## config.mk

```make
export PLATFORM = sky130hd
export DESIGN_NAME = c_subset_lexer
export DESIGN_NICKNAME = d
export VERILOG_FILES = /design/src/hw/rtl/clp_pkg.sv /design/src/hw/rtl/clp_front.sv /design/src/hw/rtl/clp_queue.sv /design/src/hw/rtl/clp_back.sv /design/src/hw/rtl/c_subset_lexer.sv
export SDC_FILE = /design/constraint.sdc
export NUM_CORES = 1
export LEC_CHECK = 0
export BUFFER_PORTS_ARGS = -buffer_cell sky130_fd_sc_hd__clkbuf_2
export CAP_MARGIN = 30
export CORE_MARGIN = 2
export CORE_UTILIZATION = 27
export DETAILED_ROUTE_END_ITERATION = 7
export HOLD_SLACK_MARGIN = 0.03
export PLACE_DENSITY_LB_ADDON = 0.15
export SLEW_MARGIN = 0
export SYNTH_ARGS = -nofsm -noshare
export SYNTH_HDL_FRONTEND = slang
export SYNTH_SLANG_ARGS = --single-unit
```

## constraint.sdc

```tcl
create_clock -name clk -period 5.15 [get_ports clk]
set_input_delay 0.515 -clock clk [delete_from_list [all_inputs] [get_ports clk]]
set_output_delay 0.515 -clock clk [all_outputs]
set_load 0.005 [all_outputs]
```

## src/hw/rtl/clp_pkg.sv

```systemverilog
// Shared types, token codes and keyword table for the C-subset lexer.
// Depends on nothing; every lexer module imports it.
`timescale 1ns / 1ps
`default_nettype none

package clp_pkg;

    // Default configuration
    localparam int MAX_LEXEME_DEF    = 80;
    localparam int KEYWORD_CHARS_DEF = 7;
    localparam int LINE_BITS_DEF     = 24;
    localparam int QUEUE_DEPTH_DEF   = 4;

    // Fixed payload widths
    localparam int CODE_W = 6;
    localparam int LEN_OUT_W = 7;
    localparam int LINE_OUT_W = 24;
    localparam int KW_COUNT = 17;
    localparam int KW_BITS = 56;

    // Token codes
    localparam logic [CODE_W-1:0] TK_ID     = 6'd17;
    localparam logic [CODE_W-1:0] TK_NUM    = 6'd18;
    localparam logic [CODE_W-1:0] TK_ASSIGN = 6'd19;
    localparam logic [CODE_W-1:0] TK_ADD    = 6'd20;
    localparam logic [CODE_W-1:0] TK_MUL    = 6'd21;
    localparam logic [CODE_W-1:0] TK_REL    = 6'd22;
    localparam logic [CODE_W-1:0] TK_LPAREN = 6'd23;
    localparam logic [CODE_W-1:0] TK_RPAREN = 6'd24;
    localparam logic [CODE_W-1:0] TK_SEMI   = 6'd25;
    localparam logic [CODE_W-1:0] TK_LBRACE = 6'd27;
    localparam logic [CODE_W-1:0] TK_RBRACE = 6'd28;
    localparam logic [CODE_W-1:0] TK_BAND   = 6'd31;
    localparam logic [CODE_W-1:0] TK_BOR    = 6'd32;
    localparam logic [CODE_W-1:0] TK_LOGIC  = 6'd33;
    localparam logic [CODE_W-1:0] TK_QUEST  = 6'd34;
    localparam logic [CODE_W-1:0] TK_LBRACK = 6'd35;
    localparam logic [CODE_W-1:0] TK_RBRACK = 6'd36;
    localparam logic [CODE_W-1:0] TK_DOT    = 6'd37;
    localparam logic [CODE_W-1:0] TK_MINUS  = 6'd38;
    localparam logic [CODE_W-1:0] TK_COLON  = 6'd42;
    localparam logic [CODE_W-1:0] TK_NOT    = 6'd43;
    localparam logic [CODE_W-1:0] TK_DIV    = 6'd44;
    localparam logic [CODE_W-1:0] TK_END    = 6'd45;
    localparam logic [CODE_W-1:0] TK_ERR    = 6'd46;

    // Keywords, alphabetical; code = index. Text is right-justified, first
    // character in the highest non-zero byte (matches the shift-in buffer).
    localparam logic [KW_BITS-1:0] KW_TEXT [KW_COUNT] = '{
        KW_BITS'("break"),  KW_BITS'("case"),   KW_BITS'("char"),
        KW_BITS'("default"), KW_BITS'("do"),    KW_BITS'("double"),
        KW_BITS'("else"),   KW_BITS'("float"),  KW_BITS'("for"),
        KW_BITS'("if"),     KW_BITS'("int"),    KW_BITS'("main"),
        KW_BITS'("return"), KW_BITS'("struct"), KW_BITS'("switch"),
        KW_BITS'("void"),   KW_BITS'("while")
    };
    localparam logic [2:0] KW_LEN [KW_COUNT] = '{
        3'd5, 3'd4, 3'd4, 3'd7, 3'd2, 3'd6, 3'd4, 3'd5, 3'd3,
        3'd2, 3'd3, 3'd4, 3'd6, 3'd6, 3'd6, 3'd4, 3'd5
    };

    // Scanner states
    typedef enum logic [2:0] {
        ST_START = 3'd0,
        ST_BANG  = 3'd1,
        ST_AMP   = 3'd2,
        ST_LTGT  = 3'd3,
        ST_EQ    = 3'd4,
        ST_BAR   = 3'd5,
        ST_NUM   = 3'd6,
        ST_WORD  = 3'd7
    } clp_state_t;

    // Output phase of the back end
    typedef enum logic {
        PH_FIRST  = 1'b0,
        PH_SECOND = 1'b1
    } clp_phase_t;

    typedef struct packed {
        logic       req_type;
        logic [7:0] char_code;
    } clp_in_t;

    typedef struct packed {
        logic [CODE_W-1:0]     token_code;
        logic [LEN_OUT_W-1:0]  lexeme_length;
        logic [LINE_OUT_W-1:0] line_number;
        logic                  last_of_run;
    } clp_out_t;

    typedef struct packed {
        logic [CODE_W-1:0]    code;
        logic [LEN_OUT_W-1:0] len;
    } clp_tok_t;

    // One queue entry: the one or two tokens caused by one item
    typedef struct packed {
        logic                  two;
        clp_tok_t              tok0;
        clp_tok_t              tok1;
        logic [LINE_OUT_W-1:0] line;
    } clp_entry_t;

endpackage

`default_nettype wire

```

## src/hw/rtl/clp_front.sv

```systemverilog
// Front end: scanner state machine, word buffer, keyword match, line count.
// Produces one queue entry per item that yields tokens. Uses clp_pkg.
`timescale 1ns / 1ps
`default_nettype none

module clp_front
    import clp_pkg::*;
#(
    parameter int MAX_LEXEME    = MAX_LEXEME_DEF,
    parameter int KEYWORD_CHARS = KEYWORD_CHARS_DEF,
    parameter int LINE_BITS     = LINE_BITS_DEF
) (
    input  wire logic       clk,
    input  wire logic       rst_n,
    input  wire logic       in_valid,
    output logic            in_ready,
    input  wire clp_in_t    in_data,
    input  wire logic       q_full,
    output logic            push,
    output clp_entry_t      push_entry
);

    localparam int LEN_W = $clog2(MAX_LEXEME + 1);
    localparam int BUF_W = 8 * KEYWORD_CHARS;

    typedef struct packed {
        logic              emit;
        logic [CODE_W-1:0] code;
        clp_state_t        nxt;
        logic              newline;
        logic              word;
    } start_t;

    function automatic start_t start_class(input logic [7:0] ch);
        start_t r;
        logic   dig;
        logic   ltr;
        r       = '0;
        r.nxt   = ST_START;
        dig     = (ch >= "0") && (ch <= "9");
        ltr     = ((ch >= "a") && (ch <= "z")) || ((ch >= "A") && (ch <= "Z"));
        r.code  = TK_ERR;
        unique case (ch)
            "\n":     r.newline = 1'b1;
            "\t", " ": r.emit = 1'b0;
            "!":      r.nxt = ST_BANG;
            "&":      r.nxt = ST_AMP;
            "<", ">": r.nxt = ST_LTGT;
            "=":      r.nxt = ST_EQ;
            "|":      r.nxt = ST_BAR;
            "(":      begin r.emit = 1'b1; r.code = TK_LPAREN; end
            ")":      begin r.emit = 1'b1; r.code = TK_RPAREN; end
            "*":      begin r.emit = 1'b1; r.code = TK_MUL;    end
            "/":      begin r.emit = 1'b1; r.code = TK_DIV;    end
            "+":      begin r.emit = 1'b1; r.code = TK_ADD;    end
            "-":      begin r.emit = 1'b1; r.code = TK_MINUS;  end
            ".":      begin r.emit = 1'b1; r.code = TK_DOT;    end
            ":":      begin r.emit = 1'b1; r.code = TK_COLON;  end
            ";":      begin r.emit = 1'b1; r.code = TK_SEMI;   end
            "?":      begin r.emit = 1'b1; r.code = TK_QUEST;  end
            "[":      begin r.emit = 1'b1; r.code = TK_LBRACK; end
            "]":      begin r.emit = 1'b1; r.code = TK_RBRACK; end
            "{":      begin r.emit = 1'b1; r.code = TK_LBRACE; end
            "}":      begin r.emit = 1'b1; r.code = TK_RBRACE; end
            default:
            begin
                if (dig) begin
                    r.nxt  = ST_NUM;
                    r.word = 1'b1;
                end else if (ltr) begin
                    r.nxt  = ST_WORD;
                    r.word = 1'b1;
                end else begin
                    r.emit = 1'b1;
                end
            end
        endcase
        return r;
    endfunction

    clp_state_t           state_reg, state_next;
    logic [BUF_W-1:0]     buf_reg, buf_next;
    logic [LEN_W-1:0]     len_reg, len_next;
    logic [LINE_BITS-1:0] line_reg, line_next;

    logic                 fire;
    logic                 is_end;
    logic [7:0]           ch;
    logic                 is_dig;
    logic                 is_let;
    start_t               fs;
    logic                 combo;
    logic                 grow;
    logic [CODE_W-1:0]    kw_code;
    logic                 pend_valid;
    clp_tok_t             pend_tok;
    logic [15:0]          len_wide;
    logic [31:0]          line_wide;
    logic                 a_valid;
    clp_tok_t             a_tok;
    logic                 b_valid;
    clp_tok_t             b_tok;

    assign in_ready  = !q_full;
    assign fire      = in_valid && !q_full;
    assign is_end    = in_data.req_type;
    assign ch        = in_data.char_code;
    assign is_dig    = (ch >= "0") && (ch <= "9");
    assign is_let    = ((ch >= "a") && (ch <= "z")) || ((ch >= "A") && (ch <= "Z"));
    assign fs        = start_class(ch);
    assign len_wide  = 16'(len_reg);
    assign line_wide = 32'(line_reg);

    // Keyword match: parallel compare of the buffer against the table
    always_comb
    begin
        kw_code = TK_ID;
        for (int k = 0; k < KW_COUNT; k++) begin
            if ((buf_reg == BUF_W'(KW_TEXT[k])) && (len_reg == LEN_W'(KW_LEN[k]))) begin
                kw_code = CODE_W'(k);
            end
        end
    end

    // Does this character extend the pending token?
    always_comb
    begin
        combo = 1'b0;
        grow  = 1'b0;
        unique case (state_reg)
            ST_START:               combo = 1'b0;
            ST_BANG, ST_EQ, ST_LTGT: combo = (ch == "=");
            ST_AMP:                 combo = (ch == "&");
            ST_BAR:                 combo = (ch == "|");
            ST_NUM:                 grow  = is_dig;
            ST_WORD:                grow  = is_dig || is_let;
            default:                combo = 1'b0;
        endcase
        if (is_end) begin
            combo = 1'b0;
            grow  = 1'b0;
        end
    end

    // Token held by the scanner, flushed when the next character ends it
    always_comb
    begin
        pend_valid   = (state_reg != ST_START);
        pend_tok.len = LEN_OUT_W'(1);
        unique case (state_reg)
            ST_BANG: pend_tok.code = TK_NOT;
            ST_AMP:  pend_tok.code = TK_BAND;
            ST_LTGT: pend_tok.code = TK_REL;
            ST_EQ:   pend_tok.code = TK_ASSIGN;
            ST_BAR:  pend_tok.code = TK_BOR;
            ST_NUM:
            begin
                pend_tok.code = TK_NUM;
                pend_tok.len  = len_wide[LEN_OUT_W-1:0];
            end
            ST_WORD:
            begin
                pend_tok.code = kw_code;
                pend_tok.len  = len_wide[LEN_OUT_W-1:0];
            end
            default: pend_tok.code = TK_ERR;
        endcase
    end

    // Token outputs of this item
    always_comb
    begin
        a_valid = pend_valid;
        a_tok   = pend_tok;
        b_valid = is_end || fs.emit;
        b_tok.code = is_end ? TK_END : fs.code;
        b_tok.len  = is_end ? LEN_OUT_W'(0) : LEN_OUT_W'(1);
        if (combo) begin
            a_valid    = 1'b1;
            a_tok.code = ((state_reg == ST_AMP) || (state_reg == ST_BAR)) ? TK_LOGIC : TK_REL;
            a_tok.len  = LEN_OUT_W'(2);
            b_valid    = 1'b0;
        end else if (grow) begin
            a_valid = 1'b0;
            b_valid = 1'b0;
        end

        push            = fire && (a_valid || b_valid);
        push_entry.line = line_wide[LINE_OUT_W-1:0];
        push_entry.tok1 = b_tok;
        if (a_valid) begin
            push_entry.tok0 = a_tok;
            push_entry.two  = b_valid;
        end else begin
            push_entry.tok0 = b_tok;
            push_entry.two  = 1'b0;
        end
    end

    // Scanner next state
    always_comb
    begin
        state_next = state_reg;
        buf_next   = buf_reg;
        len_next   = len_reg;
        line_next  = line_reg;
        if (fire) begin
            if (is_end || combo) begin
                state_next = ST_START;
            end else if (grow) begin
                if (int'(len_reg) < KEYWORD_CHARS) begin
                    buf_next = {buf_reg[BUF_W-9:0], ch};
                end
                if (int'(len_reg) < MAX_LEXEME) begin
                    len_next = len_reg + 1'b1;
                end
            end else begin
                state_next = fs.nxt;
                if (fs.newline && (line_reg != {LINE_BITS{1'b1}})) begin
                    line_next = line_reg + 1'b1;
                end
                if (fs.word) begin
                    buf_next = BUF_W'(ch);
                    len_next = LEN_W'(1);
                end
            end
        end
    end

    always_ff @(posedge clk or negedge rst_n)
    begin
        if (!rst_n) begin
            state_reg <= ST_START;
            buf_reg   <= '0;
            len_reg   <= '0;
            line_reg  <= LINE_BITS'(1);
        end else begin
            state_reg <= state_next;
            buf_reg   <= buf_next;
            len_reg   <= len_next;
            line_reg  <= line_next;
        end
    end

endmodule

`default_nettype wire

```

## src/hw/rtl/clp_queue.sv

```systemverilog
// Small register FIFO of token entries between front and back end.
// Uses clp_pkg for the entry type.
`timescale 1ns / 1ps
`default_nettype none

module clp_queue
    import clp_pkg::*;
#(
    parameter int DEPTH = QUEUE_DEPTH_DEF
) (
    input  wire logic        clk,
    input  wire logic        rst_n,
    input  wire logic        push,
    input  wire clp_entry_t  push_entry,
    output logic             full,
    output logic             not_empty,
    output clp_entry_t       head,
    input  wire logic        pop
);

    localparam int PTR_W = (DEPTH > 1) ? $clog2(DEPTH) : 1;
    localparam int CNT_W = $clog2(DEPTH + 1);

    clp_entry_t       mem_reg [DEPTH];
    logic [PTR_W-1:0] wr_ptr_reg, wr_ptr_next;
    logic [PTR_W-1:0] rd_ptr_reg, rd_ptr_next;
    logic [CNT_W-1:0] cnt_reg, cnt_next;

    assign full      = (cnt_reg == CNT_W'(DEPTH));
    assign not_empty = (cnt_reg != '0);
    assign head      = mem_reg[rd_ptr_reg];

    always_comb
    begin
        wr_ptr_next = wr_ptr_reg;
        rd_ptr_next = rd_ptr_reg;
        cnt_next    = cnt_reg;
        if (push) begin
            wr_ptr_next = (wr_ptr_reg == PTR_W'(DEPTH - 1)) ? '0 : wr_ptr_reg + 1'b1;
        end
        if (pop) begin
            rd_ptr_next = (rd_ptr_reg == PTR_W'(DEPTH - 1)) ? '0 : rd_ptr_reg + 1'b1;
        end
        if (push && !pop) begin
            cnt_next = cnt_reg + 1'b1;
        end else if (pop && !push) begin
            cnt_next = cnt_reg - 1'b1;
        end
    end

    always_ff @(posedge clk)
    begin
        if (push) begin
            mem_reg[wr_ptr_reg] <= push_entry;
        end
    end

    always_ff @(posedge clk or negedge rst_n)
    begin
        if (!rst_n) begin
            wr_ptr_reg <= '0;
            rd_ptr_reg <= '0;
            cnt_reg    <= '0;
        end else begin
            wr_ptr_reg <= wr_ptr_next;
            rd_ptr_reg <= rd_ptr_next;
            cnt_reg    <= cnt_next;
        end
    end

endmodule

`default_nettype wire

```

## src/hw/rtl/clp_back.sv

```systemverilog
// Back end: unpacks queue entries into single tokens on a registered output.
// Uses clp_pkg for entry, payload and phase types.
`timescale 1ns / 1ps
`default_nettype none

module clp_back
    import clp_pkg::*;
(
    input  wire logic        clk,
    input  wire logic        rst_n,
    input  wire logic        q_valid,
    input  wire clp_entry_t  q_head,
    output logic             q_pop,
    output logic             out_valid,
    input  wire logic        out_ready,
    output clp_out_t         out_data
);

    clp_phase_t phase_reg, phase_next;
    logic       out_valid_reg, out_valid_next;
    clp_out_t   out_data_reg, out_data_next;
    logic       load;

    assign load      = q_valid && (!out_valid_reg || out_ready);
    assign out_valid = out_valid_reg;
    assign out_data  = out_data_reg;

    // Outputs: pick the token of the current phase, pop after the last one
    always_comb
    begin
        out_data_next.line_number = q_head.line;
        unique case (phase_reg)
            PH_FIRST:
            begin
                out_data_next.token_code    = q_head.tok0.code;
                out_data_next.lexeme_length = q_head.tok0.len;
                out_data_next.last_of_run   = !q_head.two;
                q_pop                       = load && !q_head.two;
            end
            PH_SECOND:
            begin
                out_data_next.token_code    = q_head.tok1.code;
                out_data_next.lexeme_length = q_head.tok1.len;
                out_data_next.last_of_run   = 1'b1;
                q_pop                       = load;
            end
            default:
            begin
                out_data_next = '0;
                q_pop         = 1'b0;
            end
        endcase
        if (load) begin
            out_valid_next = 1'b1;
        end else if (out_ready) begin
            out_valid_next = 1'b0;
        end else begin
            out_valid_next = out_valid_reg;
        end
    end

    // Next phase
    always_comb
    begin
        phase_next = phase_reg;
        if (load) begin
            unique case (phase_reg)
                PH_FIRST:  phase_next = q_head.two ? PH_SECOND : PH_FIRST;
                PH_SECOND: phase_next = PH_FIRST;
                default:   phase_next = PH_FIRST;
            endcase
        end
    end

    always_ff @(posedge clk or negedge rst_n)
    begin
        if (!rst_n) begin
            phase_reg     <= PH_FIRST;
            out_valid_reg <= 1'b0;
        end else begin
            phase_reg     <= phase_next;
            out_valid_reg <= out_valid_next;
        end
    end

    always_ff @(posedge clk)
    begin
        if (load) begin
            out_data_reg <= out_data_next;
        end
    end

endmodule

`default_nettype wire

```

## src/hw/rtl/c_subset_lexer.sv

```systemverilog
// Lexer top: one character item per cycle in, one token per cycle out, unless stalled.
// Path: each item's tokens go into the entry queue, then into the output register.
// Throughput: one item per cycle while the queue has room; an item yielding two
// tokens holds the output for both; the entry queue absorbs that as input flows.
// Reset: async low; scanner at start state, line count 1, queue and output empty.
// Depends on clp_pkg, clp_front, clp_queue, clp_back.
`timescale 1ns / 1ps
`default_nettype none

module c_subset_lexer
    import clp_pkg::*;
#(
    parameter int MAX_LEXEME    = MAX_LEXEME_DEF,     // lexeme length saturation
    parameter int KEYWORD_CHARS = KEYWORD_CHARS_DEF,  // chars kept for keyword match
    parameter int LINE_BITS     = LINE_BITS_DEF,      // line counter width
    parameter int QUEUE_DEPTH   = QUEUE_DEPTH_DEF     // entries between front and back
) (
    input  wire logic     clk,
    input  wire logic     rst_n,
    input  wire logic     in_valid,
    output logic          in_ready,
    input  wire clp_in_t  in_data,
    output logic          out_valid,
    input  wire logic     out_ready,
    output clp_out_t      out_data
);

    // Front to queue
    logic       q_full;
    logic       q_push;
    clp_entry_t q_push_entry;

    // Queue to back
    logic       q_not_empty;
    clp_entry_t q_head;
    logic       q_pop;

    // Front end classifies each character item and runs the scanner; it
    // stalls only when the queue is full.
    clp_front #(
        .MAX_LEXEME    (MAX_LEXEME),
        .KEYWORD_CHARS (KEYWORD_CHARS),
        .LINE_BITS     (LINE_BITS)
    ) u_front (
        .clk        (clk),
        .rst_n      (rst_n),
        .in_valid   (in_valid),
        .in_ready   (in_ready),
        .in_data    (in_data),
        .q_full     (q_full),
        .push       (q_push),
        .push_entry (q_push_entry)
    );

    // Each entry carries all tokens of one item, so ordering is preserved.
    clp_queue #(
        .DEPTH (QUEUE_DEPTH)
    ) u_queue (
        .clk        (clk),
        .rst_n      (rst_n),
        .push       (q_push),
        .push_entry (q_push_entry),
        .full       (q_full),
        .not_empty  (q_not_empty),
        .head       (q_head),
        .pop        (q_pop)
    );

    // Back end streams tokens out through a single output register.
    clp_back u_back (
        .clk       (clk),
        .rst_n     (rst_n),
        .q_valid   (q_not_empty),
        .q_head    (q_head),
        .q_pop     (q_pop),
        .out_valid (out_valid),
        .out_ready (out_ready),
        .out_data  (out_data)
    );

endmodule

`default_nettype wire
```

## Yosys cells after proc, flatten, opt, wreduce, memory -nomap -nowiden

Memory sizes are Yosys's and may differ from the RTL's.
Index checks and enable logic that the tools add are counted.
W data, S select, Z words.

| word-level totals | value |
|---|---|
| memories | 1 |
| flip-flop bits (word level) | 137 |
| logic and storage cells | 210 |
| RAM bits | 180 |
| output and inout bits | 40 |

Memories:

| name | depth | width | rd ports | clocked after Yosys merged registers in | write ports | line | text |
|---|---|---|---|---|---|---|---|
| u_queue.mem_reg | 4 | 45 | 1 | 0 | 1 | clp_queue.sv:24 | `clp_entry_t mem_reg [DEPTH];` |

| cells by class | value |
|---|---|
| eq/ne operators | 60 |
| bitwise logic cells | 3 |
| magnitude comparators | 8 |
| $add $sub $neg | 6 |
| reductions and logical operators | 55 |
| mux-type cells | 64 |

Operators by type and width:

| cell | count |
|---|---|
| $eq A56 B31 Y1 const B | 5 |
| $eq A56 B47 Y1 const B | 4 |
| $eq A56 B39 Y1 const B | 3 |
| $mux W56 | 3 |
| $eq A8 B6 Y1 const B | 16 |
| $eq A56 B15 Y1 const B | 2 |
| $eq A56 B23 Y1 const B | 2 |
| $mux W5 | 17 |
| $pmux W6 S14 | 1 |
| $eq A56 B55 Y1 const B | 1 |
| $pmux W6 S7 | 1 |
| $eq A8 B7 Y1 const B | 5 |
| $eq A7 B3 Y1 const B | 4 |
| $mux W7 | 4 |
| $logic_and A1 B1 Y1 | 27 |
| $pmux W13 S2 | 1 |
| $add A24 B1 Y24 const B | 1 |
| $ne A24 B24 Y1 const B | 1 |
| $reduce_or A23 Y1 | 1 |
| $mux W1 | 18 |
| $mux W3 | 6 |
| $pmux W3 S6 | 1 |
| $reduce_or A17 Y1 | 1 |
| $eq A8 B4 Y1 const B | 2 |
| other kinds (33) | 69 |

## Logic depth before layout (Yosys ltp)

| logic depth | value |
|---|---|
| depth in word-level cells | 22 |
| gate-level depth with buffers | 15 |
| depth with buffers taken out | 12 |

## Cells and area by module

A second synthesis with hierarchy kept.

| unflattened totals | value |
|---|---|
| cell total of the unflattened synthesis | 1134 |
| area total of the unflattened synthesis | 15519.9 um^2 |

By module, submodules not included:

| module | instances | cells each | area an instance (um^2) | seq. area each (um^2) |
|---|---|---|---|---|
| clp_queue | 1 | 304 | 7838.8 | 6301.0 |
| clp_front | 1 | 767 | 6233.5 | 2253.4 |
| clp_back | 1 | 63 | 1447.6 | 1191.1 |

## Worst setup path after synthesis

OpenSTA, ideal clock, no wires.

| timing path | value |
|---|---|
| path type | in2reg |
| from | input out_ready |
| to | register u_queue.cnt_reg[1] |
| data arrival time | 3.851 ns |
| path slack | 1.174 ns |
| stages on the path | 8 |
| data required time | 5.025 ns |
| path buffers | 0 |
| library setup time | 0.125 ns |
| path through | inv_1 > a21oi_1 > and2_1 > inv_1 > ha_1 > inv_1 > fa_1 > mux2_2 |

| between the ends | value |
|---|---|
| word-level cells in the longest chain between the ends | 7 |
| elaborated cells between the ends (all ways) | 9 |
| those cells by class | mux: 2; reduce/logical: 7 |

Ends and longest elaborated chain:

| element | line | text |
|---|---|---|
| start, declared | c_subset_lexer.sv:24 | `input wire logic out_ready,` |
| $logic_or A1 B1 Y1 * | clp_back.sv:24 | `assign load = q_valid && (!out_valid_reg \|\| out_ready);` |
| $logic_and A1 B1 Y1 * | clp_back.sv:24 |  |
| net u_back.load | clp_back.sv:22 | `logic load;` |
| $logic_and A1 B1 Y1 | clp_back.sv:38 | `q_pop = load && !q_head.two;` |
| $pmux W1 S2 * | clp_back.sv:32 | `unique case (phase_reg)` |
| $logic_not A1 Y1 * | clp_queue.sv:44 | `if (push && !pop) begin` |
| $logic_and A1 B1 Y1 * | clp_queue.sv:44 |  |
| $mux W3 * | clp_queue.sv:44 |  |
| net u_queue.cnt_next[1] | clp_queue.sv:27 | `logic [CNT_W-1:0] cnt_reg, cnt_next;` |
| end signal, assigned | clp_queue.sv:67 | `cnt_reg <= cnt_next;` |
| end, declared | clp_queue.sv:27 |  |

Mark *: on every way through the listed nets, which the timed path passes. The rest lies on a longest branch.
A chain may end at the register's enable or synchronous reset.

==> results.md <==
* Status: finished, final reports clean
* Synth Flop Type: edfxtp_1
* Final WL at around 35000 um
* Synth warn at 0
* First-pass GRT wire length at ~55000 um
* CP required at 5.41 ns
* Ports at 53
* R2R Path Start: u_front.len_reg[3]$_DFFE_PN0P_
* Max Cap Viol at 0
* End of the worst hold path: u_back.out_valid$_DFFE_PN0P_
* Crit Path Category: reg -> reg
* Final period util at 0.6687
* HPWL Detailed at 23350 um
* Port bufs at 52
* Fraction of layout cells with a size suffix above 1 at 0.1912
* Count of different cell masters after synthesis at 73
* CTS tree: built
* Final WS setup at 1.706 ns
* Final #Nets at 1125
* Finished Cell Area at 16440 um2
* Clock transition at path regs at 0.06 ns
* CP max-delay cell: nor4_2
* Initial Util at 0.2741
* Largest net degree at the start of global routing at 60
* # H-tree levels at 2
* Worst Setup SP: u_front.len_reg[3]$_DFFE_PN0P_
* Grt total ovfl at 0
* Number of nets still failing antenna checks after routing at 0
* Initial drt markers at slightly below 600
* DRC violations left at 0
* Hold Path Cell Cnt at 2
* Deepest clock path buffer count at 3
* 1st-pass router iterations at 5
* Die footprint at between 50000 and 60000 um2
* Place WS at 1.297 ns
* Pwr Total at between 7 and 8 mW
* Type of the most critical hold path: in -> reg
* Hold path start: out_ready
* DP Area at approximately 15000 um2
* Crit path cell chain: nor4_2 > buf_4 > nand4_1 > nand4b_1 > or4_1 > o211ai_1 > nor2_1 > o21ai_0
* Unrepaired setup endpoints after global routing: no
* Worst Setup End Kind: flip-flop
* Clk sinks at 317
* Worst skew pair latency at 0.54 ns
* Worst slew pin tran at 0.9615 ns
* Fin crit period at 3.444 ns
* Hold Violations, Final at 0
* Max stage delay on crit path at ~0.57 ns
* Syn Inst Count at ~1000
* Flop-to-flop setup slack at 1.71 ns
* Via count at approximately 8600
* Clock Tree Root: clkbuf_16
* Post-DR wirelength/cell at around 20 um
* Worst Reg-to-Reg Cells at 8
* Max reg flops at 180
* Initial antenna violation count at 0
* Synth async-reset ratio at 0.3123
* Endpoints failing setup at 0
* Core area at 51510 um2
* Setup TNS at 0 ns
* Leakage at 5.719 nW
* P&R area growth vs syn at 16.39%
* R2r endpoint: u_queue.mem_reg[0][41]$_DFFE_PP_
* Syn avg cell area at roughly 14 um2
* Max-slew violations at 0
* Vias in the first global route at 8739
* Final hold slack at 0.1724 ns
* Worst Skew at roughly 0.016 ns
* EDFF count, synth at 218
* Post-CTS Setup Inserts at 0
* Pwr dens at 469.9 nW/um2
* Ant. Diodes at 0
* Maximum clock rate at 0.2904 GHz
* Filler Cells Inserted at 5191
* Synthesized flop and latch total at 317
* Cell area after synthesis at ~14000 um2
* Die width at 232.7 um
* Worst setup SP type: flip-flop
* Final Wtd Congestion at between 0.8 and 0.9
* Num CTS Buffers at 38
* GRT Overall Usage at 0.1321
* Max IR drop VDD at ~0.00022 V
* Worst Path Max Fanout at 7
* Die height at 232.7 um
* Syn_nets at 1071
* Row count at 83
* Normalized max-slew margin at 0.3590
* WP data arrival at roughly 3.7 ns
* Number of gates resized after CTS at 0
* Routed vias/inst at 4.772
* Seq/Total Area, Yosys at 0.6391
-- repair_timing --
action                     in CTS  in global routing
setup endpoints to repair       0                  0
hold buffers                    1                  0
hold endpoints to repair       22                  0
-- cell families after synthesis --
kind of cell / after synthesis / synth area share
AND/OR/NAND/NOR: 407 / 0.1565
XOR/XNOR: 31 / 0.01923
flip-flops: 317 / 0.6391
buffers and inverters: 79 / 0.02348
AO/OA/AOI/OAI: 135 / 0.06291
multiplexers: 65 / 0.08763
adder cells (fa/ha/maj): 12 / 0.01116
-- cell usage in the layout (no fill, tap or decap), types with 5 or more instances in the layout --
cell type and count:
nor4b_1 9, mux2_2 19, nand2_1 145, ha_1 11, clkinv_2 7, nor3b_1 6, nand4_1 37, and2_1 10
a31oi_1 5, nor4bb_1 13, buf_4 13, nor2b_1 16, and3_1 7, o31ai_1 7, nand3_1 30, clkbuf_16 39
o21ai_0 65, o211ai_1 7, dfrtp_1 96, a21oi_1 10, xnor2_1 23, mux4_2 45, nand4b_1 9, clkbuf_2 51
nor2_1 39, nor3_1 21, edfxtp_1 218, clkbuf_1 13, nor4_1 16, inv_1 21, nand2b_1 10, xor2_1 8
and4_1 6
-- area by class of cell --
| type | count | area, um2 | area share |
|---|---|---|---|
| inverters | 21 | 78.83 | 0.004796 |
| repair buffers | 72 | 503.0 | 0.03060 |
| clock buffers | 55 | 1066 | 0.06486 |
| well taps | 680 | 850.8 | 0.05177 |
| flip-flops and latches | 317 | 9030 | 0.5494 |
| clock inverters | 15 | 125.1 | 0.007613 |
| multi-input cells | 650 | 4782 | 0.2910 |
-- metal layers --
| metal | global-route usage | part of all wire | up-vias |
|---|---|---|---|
| met4 | 0.03802 | 0.021 | 0 |
| met1 | 0.1787 | 0.46 | 4325 |
| li1 | - | - | 4113 |
| met2 | 0.2188 | 0.48 | 149 |
| met3 | 0.02108 | 0.034 | 51 |
| met5 | 0 | 0 | - |
-- worst max path at each step --
| stage | endpoint | slack (ns) | depth (start not counted) |
|---|---|---|---|
| after global placement | u_queue.mem_reg[1][25]$_DFFE_PP_ | 1.32 | 8 |
| after detailed placement | u_queue.mem_reg[1][25]$_DFFE_PP_ | 1.30 | 8 |
| after floorplan | u_queue.cnt_reg[1]$_DFFE_PN0P_ | 1.17 | 8 |
| after CTS | u_front.buf_reg[33]$_DFFE_PN0P_ | 1.69 | 6 |
| final | u_queue.mem_reg[0][41]$_DFFE_PP_ | 1.71 | 8 |
| after global routing | u_front.buf_reg[42]$_DFFE_PN0P_ | 1.34 | 6 |
-- worst max-delay path, delay by kind of cell (launching register included) --
kind	cells	cell delay, ns
and+or+nand+nor	5	1.75
AOI/OAI and AO/OA	2	0.70
buffers and inverters	1	0.26
DFF	1	0.45
-- per-stage QoR --
| step | util | cells |
|---|---|---|
| 2_1_floorplan | - | 1046 |
| 3_3_place_gp | 0.2945 | 1735 |
| 3_5_place_dp | 0.2958 | 1739 |
| 4_1_cts | 0.3191 | 1810 |
| 5_1_grt | 0.3191 | 1810 |
| 6_report | 0.3191 | 1810 |
-- report_power, final --
| part | switching, mW | internal, mW |
|---|---|---|
| Combinational | 0.859 | 0.760 |
| Sequential | 0.219 | 3.34 |
| Clock | 1.04 | 1.50 |
| Total | 2.12 | 5.60 |
-- synth_stat cells, types with 14 or more instances --
master    number  area, um2
and2_1        14      87.58
buf_2         16      80.08
clkbuf_1      33      123.9
dfrtp_1       98       2452
edfxtp_1     218       6546
inv_1         21      78.83
mux2_2        19      214.0
mux4_2        45       1013
nand2_1      145      544.3
nand3_1       30      150.1
nand4_1       37      231.5
nor2_1        39      146.4
nor2b_1       16      100.1
nor3_1        21      105.1
nor4_1        16      100.1
o21ai_0       65      325.3
xnor2_1       23      201.4
Power figures use the tool's default switching activity.
